`config.mk`:
```
export PLATFORM = sky130hd
export DESIGN_NAME = lcs_ram
export DESIGN_NICKNAME = d
export VERILOG_FILES = /design/src/rtl/core/lcs_ram.sv
export SDC_FILE = /design/constraint.sdc
export NUM_CORES = 1
export LEC_CHECK = 0
export BUFFER_PORTS_ARGS = -buffer_cell sky130_fd_sc_hd__buf_2
export CAP_MARGIN = 30
export CORE_ASPECT_RATIO = 1.25
export CORE_MARGIN = 4
export CORE_UTILIZATION = 60
export DETAILED_ROUTE_END_ITERATION = 16
export PLACE_DENSITY = 0.73
export SYNTH_ARGS = -nofsm -noshare
export SYNTH_HDL_FRONTEND = slang
export SYNTH_SLANG_ARGS = --single-unit
```
`constraint.sdc`:
```
create_clock -name clock -period 2.2 [get_ports clock]
set_input_delay 0 -clock clock [delete_from_list [all_inputs] [get_ports clock]]
set_output_delay 0 -clock clock [all_outputs]
set_load 0.01 [all_outputs]
```
`src/rtl/core/lcs_ram.sv`:
```
`default_nettype none
// Simple dual-port synchronous RAM: one write port and one read port with
// registered read data. The read data holds until the next read.
module lcs_ram #(
   parameter  int WIDTH = 8,
   parameter  int DEPTH = 64,
   localparam int AW    = (DEPTH > 1) ? $clog2(DEPTH) : 1
) (
   input  wire logic             clock,
   input  wire logic             we,
   input  wire logic [AW-1:0]    waddr,
   input  wire logic [WIDTH-1:0] wdata,
   input  wire logic             re,
   input  wire logic [AW-1:0]    raddr,
   output logic      [WIDTH-1:0] rdata
);

   logic [WIDTH-1:0] mem [DEPTH];

   always_ff @(posedge clock) begin
      if (we) begin
         mem[waddr] <= wdata;
      end
   end

   always_ff @(posedge clock) begin
      if (re) begin
         rdata <= mem[raddr];
      end
   end

endmodule
`default_nettype wire

```
# After elaboration in Yosys (flattened, before gate mapping)
# Memories as Yosys holds them, arrays and structs flattened. A register that Yosys moved wholly into a read port is not among the register bits.
# Index checks and enable logic that the tools add are counted.
dict set report totals {
  output_inout_bits 8
  input_bits 23
  n_memories 1
  word_cells 3
  ff_bits 0
  ram_bits 512
}
dict set report classes {
  n_mux 2
}
# name depth word_bits rd rd_clocked_by_memory_dff wr line_no
set memory_table {}
lappend memory_table {mem 64 8 1 1 1 18} ;# logic [WIDTH-1:0] mem [DEPTH];
# op n
set ops {}
lappend ops {{two-way mux 1 bit} 2}

# Logic depth before layout (Yosys ltp)
# Gate-level depths: netlist of run 1.
dict set report depth {
  depth_word 2
  mapped_depth 9
  ltp_nobuf 5
}

# Least setup slack after synthesis of run 1
# OpenSTA, ideal clock, no wires.
dict set report synth_timing {
  path_kind {flip-flop to flip-flop}
  from {memory mem[29][4]}
  to {register rdata[4] (read register of mem), data pin}
  path_buffers 0
  arrival_ps 1560
  required_ps 1930
  path_slack_ps 370
  stages_incl_launch_ff 6
  synth_period_minus_slack_ps 1830
  path_cell_list {edfxtp_1 -> mux4_2 -> mux2_2 -> o221a_2 -> nor3_1 -> o32ai_1}
}
# item line_no
set synth_lines {}
lappend synth_lines {{start: declaration} 18}
lappend synth_lines {{end: declaration} 15} ;# output logic [WIDTH-1:0] rdata

==> metrics, run 1 <==
status finished, final reports clean; clk_lat worst skew between 0.5 and 0.6 ns; worst setup path class flip-flop to flip-flop; filler instances just under 2,000; syn_nets between 900 and 1,000; drt total wl about 45,000 um; met2 wire length 22,800 um; pwr dens a little under 900 nW/um^2; min Tclk post-route 2.10 ns; RSZ-0062 raised after global routing no; CTS tree done; Hold Crit Depth 1; drc violations 0; WL met3 roughly 3500 um; maximum vdd ir drop around 630 uV; Final Skew around 0.023 ns; Synth warnings 0; Least-Margin Pin Slew roughly 0.8 ns; Clk pin slew, worst setup/hold paths approximately 0.07 ns; vias per inst ~6.5; vias in the first global route just over 10,000; drt first pass iters 6; I/O Buffers 30; area leader, netlist edfxtp_1; EDFF count, synth 520; period utilization 0.955; FFs w/ async S/R, synth 0; global-route wire length before repair just under 70,000 um; synthesized cell area ~20,000 sq um; cell total after placement roughly 1,500; GRT Util Overall 0.255; Mapped Avg Cell Area approximately 22 sq um; final hold viol count 0; Clock Tree Buf Depth 3; FMAX about 480 MHz; antenna-violating nets left 0; DRT met1 WL between 15,000 and 20,000 um; Detailed Route Iter0 Violations 1,300; initial antenna violation count 1; via count 10,200; die area between 30,000 and 40,000 sq um; Reg2Reg Depth 6; startpoint types flip-flop; Synth area leaders edfxtp_1, mux4_2, nor2_1, mux2i_1, mux2_2; Multi-input gate area between 4000 and 5000 sq um; CP Capture Type flip-flop; main flop type after synthesis edfxtp_1; CTS buffer count between 40 and 50; Crit path required time about 2.5 ns; pin count of the biggest net entering global routing 65; critical path arrival approximately 2.4 ns; DR top layer met5; total of max-cap violations 0; ANT cells 0; # setup viols final 0; #FFs+latches synth 520; share of the synthesized area in the top cell type 0.771; Die X 172 um; IO Pins 31; H-tree lvl count 2; Die Span Y about 210 um; Storage cell area around 16,000 sq um; Hold Crit Class input pin to flip-flop; Pleak about 7.6 nW; clk sinks between 500 and 600; placer's final routability congestion estimate 0.834; FP Rows 74; top cells by count, synth edfxtp_1, mux4_2, nor2_1; count of cell types in the netlist 39; Setup TNS Final 0 ns; register area share after synthesis 0.771; starting density of the core 0.614; CTS root buf clkbuf_16; Non-Filler Instances approximately 1,600; Core ar. 33,000 sq um; Crit Path Max Fanout 1; layout cells sized above 1 0.323; post-synthesis instance total 940; Worst slew margin 0.466; count leader, synth edfxtp_1; Final HPWL DP between 20,000 and 30,000 um; WL/cell 28.8 um; final net count ~1,100; Slew Limit Fails 0; # Post-CTS Setup Buffers 0; area grow syn2layout 15.5%; GRT Residual Overflow 0
## stage by stage
step | area, sq um | setup slack [ns] | hold WS, ns | util | power [mW]
4_1_cts | 23400 | 0.00155 | 0.0112 | 0.709 | 20.3
5_1_grt | 23400 | 0.0336 | 0.0258 | 0.709 | 20.9
3_3_place_gp | 21700 | -0.320 | 0.403 | 0.660 | 12.3
2_1_floorplan | 20200 | 0.370 | 0.0989 | - | 11.8
3_5_place_dp | 21700 | -0.321 | 0.398 | 0.660 | 12.3
6_report | 23400 | 0.0984 | 0.0140 | 0.709 | 20.3
## power by group
part / total [mW] / switching (mW) / internal, mW
sequential: 11.0 / 0.0276 / 11.0
clock: 8.13 / 3.50 / 4.63
combinational: 1.12 / 0.653 / 0.464
## layer usage
metal  vias to the layer above  track usage
met2                       480        0.421
li1                       4259            -
met1                      5348        0.364
met4                         2       0.0667
met5                         -            0
met3                        76       0.0426
## flip-flops by register name, summed over array words and instances, names as in the netlist
name	cells
mem	512
rdata	8
## critical path, stage by stage (launching register included)
cell      delay (ns)
edfxtp_1        0.37
mux4_2          0.50
mux2_2          0.27
o221a_2         0.27
nor3_1          0.21
buf_4           0.15
o32ai_1         0.07
## timing repair
item                                    CTS  global route
endpoints found under the setup margin    2             2
endpoints found under the hold margin    82             0
hold buffers                              8             0
resized for setup                         2             2
## cells by family after synthesis
group                  count (synthesis)  synth area share
AO/OA/AOI/OAI                         54            0.0206
multiplexers                         162             0.159
buffers and inverters                 51            0.0156
flip-flops                           520             0.771
AND/OR/NAND/NOR                      153            0.0337
## cells in the final DEF (no fill, tap or decap), types with 3 or more instances in the layout
cell type and instances:
mux2_2 13, nor2_1 83, mux2i_1 23, nor3_1 6, clkinv_2 7, o221ai_1 8, a22oi_1 3, edfxtp_1 520
nand2b_1 7, o22ai_1 8, a21oi_1 3, a221oi_2 3, nand3b_1 3, nand2_1 19, bufinv_16 4, o2111ai_1 3
a221oi_1 3, clkbuf_1 11, dlygate4sd3_1 8, a211oi_1 4, buf_4 120, nand3_1 13, buf_12 12, o2bb2ai_1 3
clkinv_1 13, nor2b_1 14, mux4_2 126, buf_2 27, clkbuf_16 50
## layout make-up
cell class	instances	area share
clock inverters	28	0.0105
well taps	418	0.0224
clock buffers	61	0.0553
flip-flops and latches	520	0.668
repair buffers	168	0.0586
multi-input cells	369	0.186
## path summary, 6_finish.rpt
| path | start | to | slack, ns |
|---|---|---|---|
| setup / recovery | mem[21][6] | rdata[6] | 0.1 |
| setup reg to reg | mem[21][6] | rdata[6] | 0.1 |
| hold reg to reg | mem[23][2] | rdata[2] | 0.90 |
| hold / removal | wdata[2] | mem[22][2] | 0.01 |
Power figures use the tool's default switching activity.
==> run 2: changes to the inputs <==
Settings changed: HOLD_SLACK_MARGIN from default to 0.12.
==> run 2 against run 1 <==
Global-route usage is essentially flat. Critical path type unchanged. Register-to-register slack about the same. Critical endpoint unchanged. Highest routed layer unchanged. Largest cell class unchanged. Die area unchanged. Largest power group unchanged. Worst setup slack improved by 0.010 ns.
==> metrics, run 2 (synthesized netlist as in run 1, its figures left out) <==
status finished, final reports clean; Die Span Y roughly 210 um; drt total wl 45,100 um; cell class contributing the biggest share of worst-path delay multiplexers; Final HPWL DP 28,800 um; GRT Util Overall 0.255; Reg2Reg Depth 6; via count ~10,000; Crit Path Max Fanout 1; Buf+Inv Stages, Crit Path 1; period utilization 0.951; max reg flops ~500; worst setup path class flip-flop to flip-flop; reg2reg start mem[21][6]; maximum vdd ir drop ~630 uV; antenna-violating nets left 0; CTS root buf clkbuf_16; filler instances a little under 2,000; pre-CTS WS -0.321 ns; min-delay src wdata[3]; Multi-input gate area roughly 4300 sq um; R2R Path End rdata[6]; CTS tree done; pin count of the biggest net entering global routing 65; Fin Hold WS between 0.1 and 0.15 ns; die area between 30,000 and 40,000 sq um; FMAX 478 MHz; drc violations 0; I/O Buffers 30; Least-Margin Pin Slew 0.796 ns; placed cell area around 22,000 sq um; Worst slew margin 0.469; Final Skew 0.0257 ns; Top reg by flops mem; CP Capture Type flip-flop; Die X roughly 170 um; clk sinks 520; clk_lat worst skew between 0.5 and 0.6 ns; CTS buffer count between 40 and 50; critical path arrival between 2 and 2.5 ns; setup ws final roughly 0.11 ns; R2R setup slack between 0.1 and 0.15 ns; hold path endpoint mem[18][3]; vias per inst around 6.5; global-route wire length before repair roughly 68,000 um; vias in the first global route ~10,000; Core ar. between 30,000 and 40,000 sq um; Total Power 20.3 mW; total of max-cap violations 0; most frequent cells in the layout edfxtp_1, mux4_2, buf_4; area grow syn2layout 15.9%; startpoint types flip-flop; Clock Tree Buf Depth 3; Hold Crit Depth 2; Hold Crit Class input pin to flip-flop; initial antenna violation count 1; drt first pass iters 5; min Tclk post-route 2.09 ns; starting density of the core 0.614; pwr dens approximately 860 nW/um^2; IO Pins 31; GRT Residual Overflow 0; Pleak 7.63 nW; ANT cells 0; Slew Limit Fails 0; Storage cell area between 15,000 and 20,000 sq um; FP Rows 74; Detailed Route Iter0 Violations 1,247; Clk pin slew, worst setup/hold paths about 0.06 ns; # setup viols final 0; Critical Path, Cell by Cell mux4_2, mux2_2, o221a_2, nor3_1, buf_4, o32ai_1; Crit path required time between 2 and 3 ns; Largest regs mem: 512 flops, rdata: 8 flops; final net count about 1,100; RSZ-0062 raised after global routing no; placer's final routability congestion estimate ~0.83; H-tree lvl count 2; Setup TNS Final 0 ns; CP max-delay cell mux4_2; layout cells sized above 1 0.321; commonest non-fill, non-tap cell in the layout edfxtp_1; WL/cell 28.7 um; Worst path max stage delay slightly below 0.5 ns; final hold viol count 0; final instance area between 20,000 and 25,000 sq um
[run 2: cell types whose count changed in the layout (fill, tap and decap cells not counted), sizes merged]
cell,change
dlygate4sd3,+8
[run 2: metal layers]
| layer | routed length [um] | global-route usage | vias up |
|---|---|---|---|
| li1 | - | - | 4276 |
| met1 | 17500 | 0.364 | 5344 |
| met2 | 22800 | 0.422 | 519 |
| met3 | 3630 | 0.0426 | 79 |
| met4 | 1190 | 0.0667 | 2 |
| met5 | 13 | 0 | - |
[run 2: worst max-delay path by stage]
stage / startpoint / to / slack [ns] / cells past startpoint
after global placement: raddr[0] / rdata[2] / -0.32 / 8
after CTS: mem[47][1] / rdata[1] / 0.002 / 4
after detailed placement: raddr[0] / rdata[0] / -0.32 / 8
final: mem[21][6] / rdata[6] / 0.11 / 6
after floorplan: mem[29][4] / rdata[4] / 0.37 / 5
after global routing: mem[21][6] / rdata[6] / 0.03 / 6
[run 2: what timing repair did]
item	4_1_cts	5_1_grt
hold endpoints to repair	321	0
setup buffers	0	0
pin swaps	0	0
gates resized for setup	2	2
endpoints found under the setup margin	2	2
hold buffers	16	0
[run 2: cell type report]
type	instances	share of cell area
flip-flops and latches	520	0.665
multi-input cells	369	0.185
repair buffers	176	0.0618
clock buffers	61	0.0551
well taps	418	0.0223
clock inverters	28	0.0105
[run 2: metrics by stage]
| step | utilization | std cells |
|---|---|---|
| after CTS | 0.712 | 1572 |
| final | 0.712 | 1572 |
| after global routing | 0.712 | 1572 |
| after detailed placement | 0.660 | 1467 |
| after floorplan | - | 940 |
| after global placement | 0.660 | 1467 |
[run 2: power breakdown]
| group | leakage [nW] | internal [mW] | switching (mW) |
|---|---|---|---|
| logic | 2.19 | 0.473 | 0.654 |
| registers | 4.69 | 11.0 | 0.0276 |
| clock network | 0.749 | 4.63 | 3.49 |
==> run 3: changes to the inputs <==
Settings changed: CORE_ASPECT_RATIO 1.25 to 1.75.
==> run 3 against run 2 <==
Total power shrank 3.9%. Maximum frequency fell by 0.40%. Flip-flop and latch count unchanged. Critical path depth down 1. Cell area decreased by 1.0%. Utilization fell by 1.1 points. Wire length is essentially flat. Critical path type unchanged. Critical endpoint is now rdata[4].
==> metrics, run 3 (synthesized netlist as in run 1, its figures left out) <==
Core ar. 33,100 sq um; Combinational Power Share 0.058; WL/cell between 20 and 30 um; Clk pin slew, worst setup/hold paths 0.07 ns; GRT Util Overall 0.251; most frequent cells in the layout edfxtp_1, mux4_2, buf_4; drc violations 0; Final Skew around 0.0087 ns; Top reg by flops mem; Largest regs mem: 512 flops, rdata: 8 flops; via count 9,986; CTS tree done; pin count of the biggest net entering global routing 65; FMAX around 480 MHz; clk_lat worst skew roughly 0.55 ns; commonest non-fill, non-tap cell in the layout edfxtp_1; Slew Limit Fails 0; maximum vdd ir drop between 700 and 800 uV; clk sinks 520; CP Capture Type flip-flop; RSZ-0062 raised after global routing no; IO Pins 31; drt first pass iters 5; placer's final routability congestion estimate approximately 0.93; NetSw between 3 and 4 mW; Crit Path Max Fanout 1; clock share of power 0.377; worst setup path class flip-flop to flip-flop; Worst path max stage delay 0.46 ns; Internal Power 15.5 mW; Worst slew margin 0.489; Clock Tree Buf Depth 3; sequential power share 0.565; initial antenna violation count 0; critical path arrival 2.38 ns; cell class contributing the biggest share of worst-path delay multiplexers; drt total wl 45,100 um; Crit path required time ~2.5 ns; min Tclk post-route 2.10 ns; CTS root buf clkbuf_16; status finished, final reports clean; vias in the first global route around 10,000; antenna-violating nets left 0; Hold Crit Class input pin to flip-flop; I/O Buffers 30; met2 wire length 25,000 um; DRT met1 WL roughly 16,000 um; # Post-CTS Setup Buffers 0; Detailed Route Iter0 Violations slightly below 900; Die X 147 um; starting density of the core 0.611; startpoint types flip-flop; FP Rows a little under 90; pwr dens ~840 nW/um^2; GRT Residual Overflow 0; Buf+Inv Stages, Crit Path 0; area grow syn2layout 14.7%; global-route wire length before repair slightly below 70,000 um; layout cells sized above 1 0.310; filler instances 1,997; CTS buffer count between 40 and 50; ANT cells 0; Die Span Y roughly 250 um; Critical Path, Cell by Cell mux4_2, mux2_2, o221a_2, nor3_1, o32ai_1; final hold viol count 0; period utilization 0.954; Switching Share 0.202; Util after Layout 0.701; H-tree lvl count 2; vias per inst around 6.3; Pleak 7.49 nW; Fin Hold WS approximately 0.12 ns; # setup viols final 0; CP max-delay cell mux4_2; die area about 37,000 sq um; Final HPWL DP about 30,000 um; WL met3 approximately 2800 um; DR top layer met4; total of max-cap violations 0; Least-Margin Pin Slew about 0.77 ns; max reg flops 512; final net count between 1,000 and 1,500
==> run 3: cell types whose count changed in the layout (fill, tap and decap cells not counted), sizes merged <==
cell         before  now
clkinv           23   15
clkbuf           62   55
bufinv            4    3
dlygate4sd3      16   13
buf             159  153
clkinvlp          1    3
==> run 3: worst paths after layout <==
kind,slack (ns),endpoint,startpoint,cells after the start
setup / recovery,0.10,rdata[4],mem[28][4],5
hold reg to reg,0.95,rdata[1],mem[18][1],4
setup reg to reg,0.10,rdata[4],mem[28][4],5
hold / removal,0.12,mem[53][0],wdata[0],2
==> run 3: through the flow <==
step	power, mW	cell area (sq um)	setup WS [ns]	TNS (ns)	instances
after global routing	20.1	23200	0.0209	0	1581
after floorplan	11.8	20200	0.370	0	940
after detailed placement	12.3	21800	-0.0712	-0.118	1493
after global placement	12.3	21800	-0.0498	-0.0498	1493
final	19.5	23200	0.100	0	1581
after CTS	19.6	23200	0.0206	0	1581
==> run 3: per-layer routing <==
metal / GRT usage / vias to the layer above
li1: - / 4240
met1: 0.311 / 5243
met2: 0.454 / 413
met3: 0.0334 / 90
met4: 0.0918 / 0
met5: 0 / -
==> run 3: power groups by stage <==
stage	logic, mW	clock network, mW	registers, mW
after floorplan	0.585	0	11.2
after global placement	1.09	0	11.2
final	1.12	7.34	11.0
after global routing	1.19	7.86	11.0
after detailed placement	1.11	0	11.2
after CTS	1.13	7.45	11.0
==> run 3: worst register-to-register path: stages, from the launching register on <==
cell,delay (ns)
edfxtp_1,0.36
mux4_2,0.46
mux2_2,0.29
o221a_2,0.30
nor3_1,0.29
o32ai_1,0.14
==> run 3: cell type report <==
type	count	area [sq um]	share of cell area
clock inverters	21	174	0.00749
multi-input cells	369	4320	0.186
flip-flops and latches	520	15600	0.672
repair buffers	167	1390	0.0598
clock buffers	54	1160	0.0500
well taps	450	563	0.0242
==> run 3: repair_timing <==
action / CTS / global route
hold buffers: 13 / 0
endpoints found under the hold margin: 273 / 0
endpoints found under the setup margin: 0 / 1
resized for setup: 0 / 1
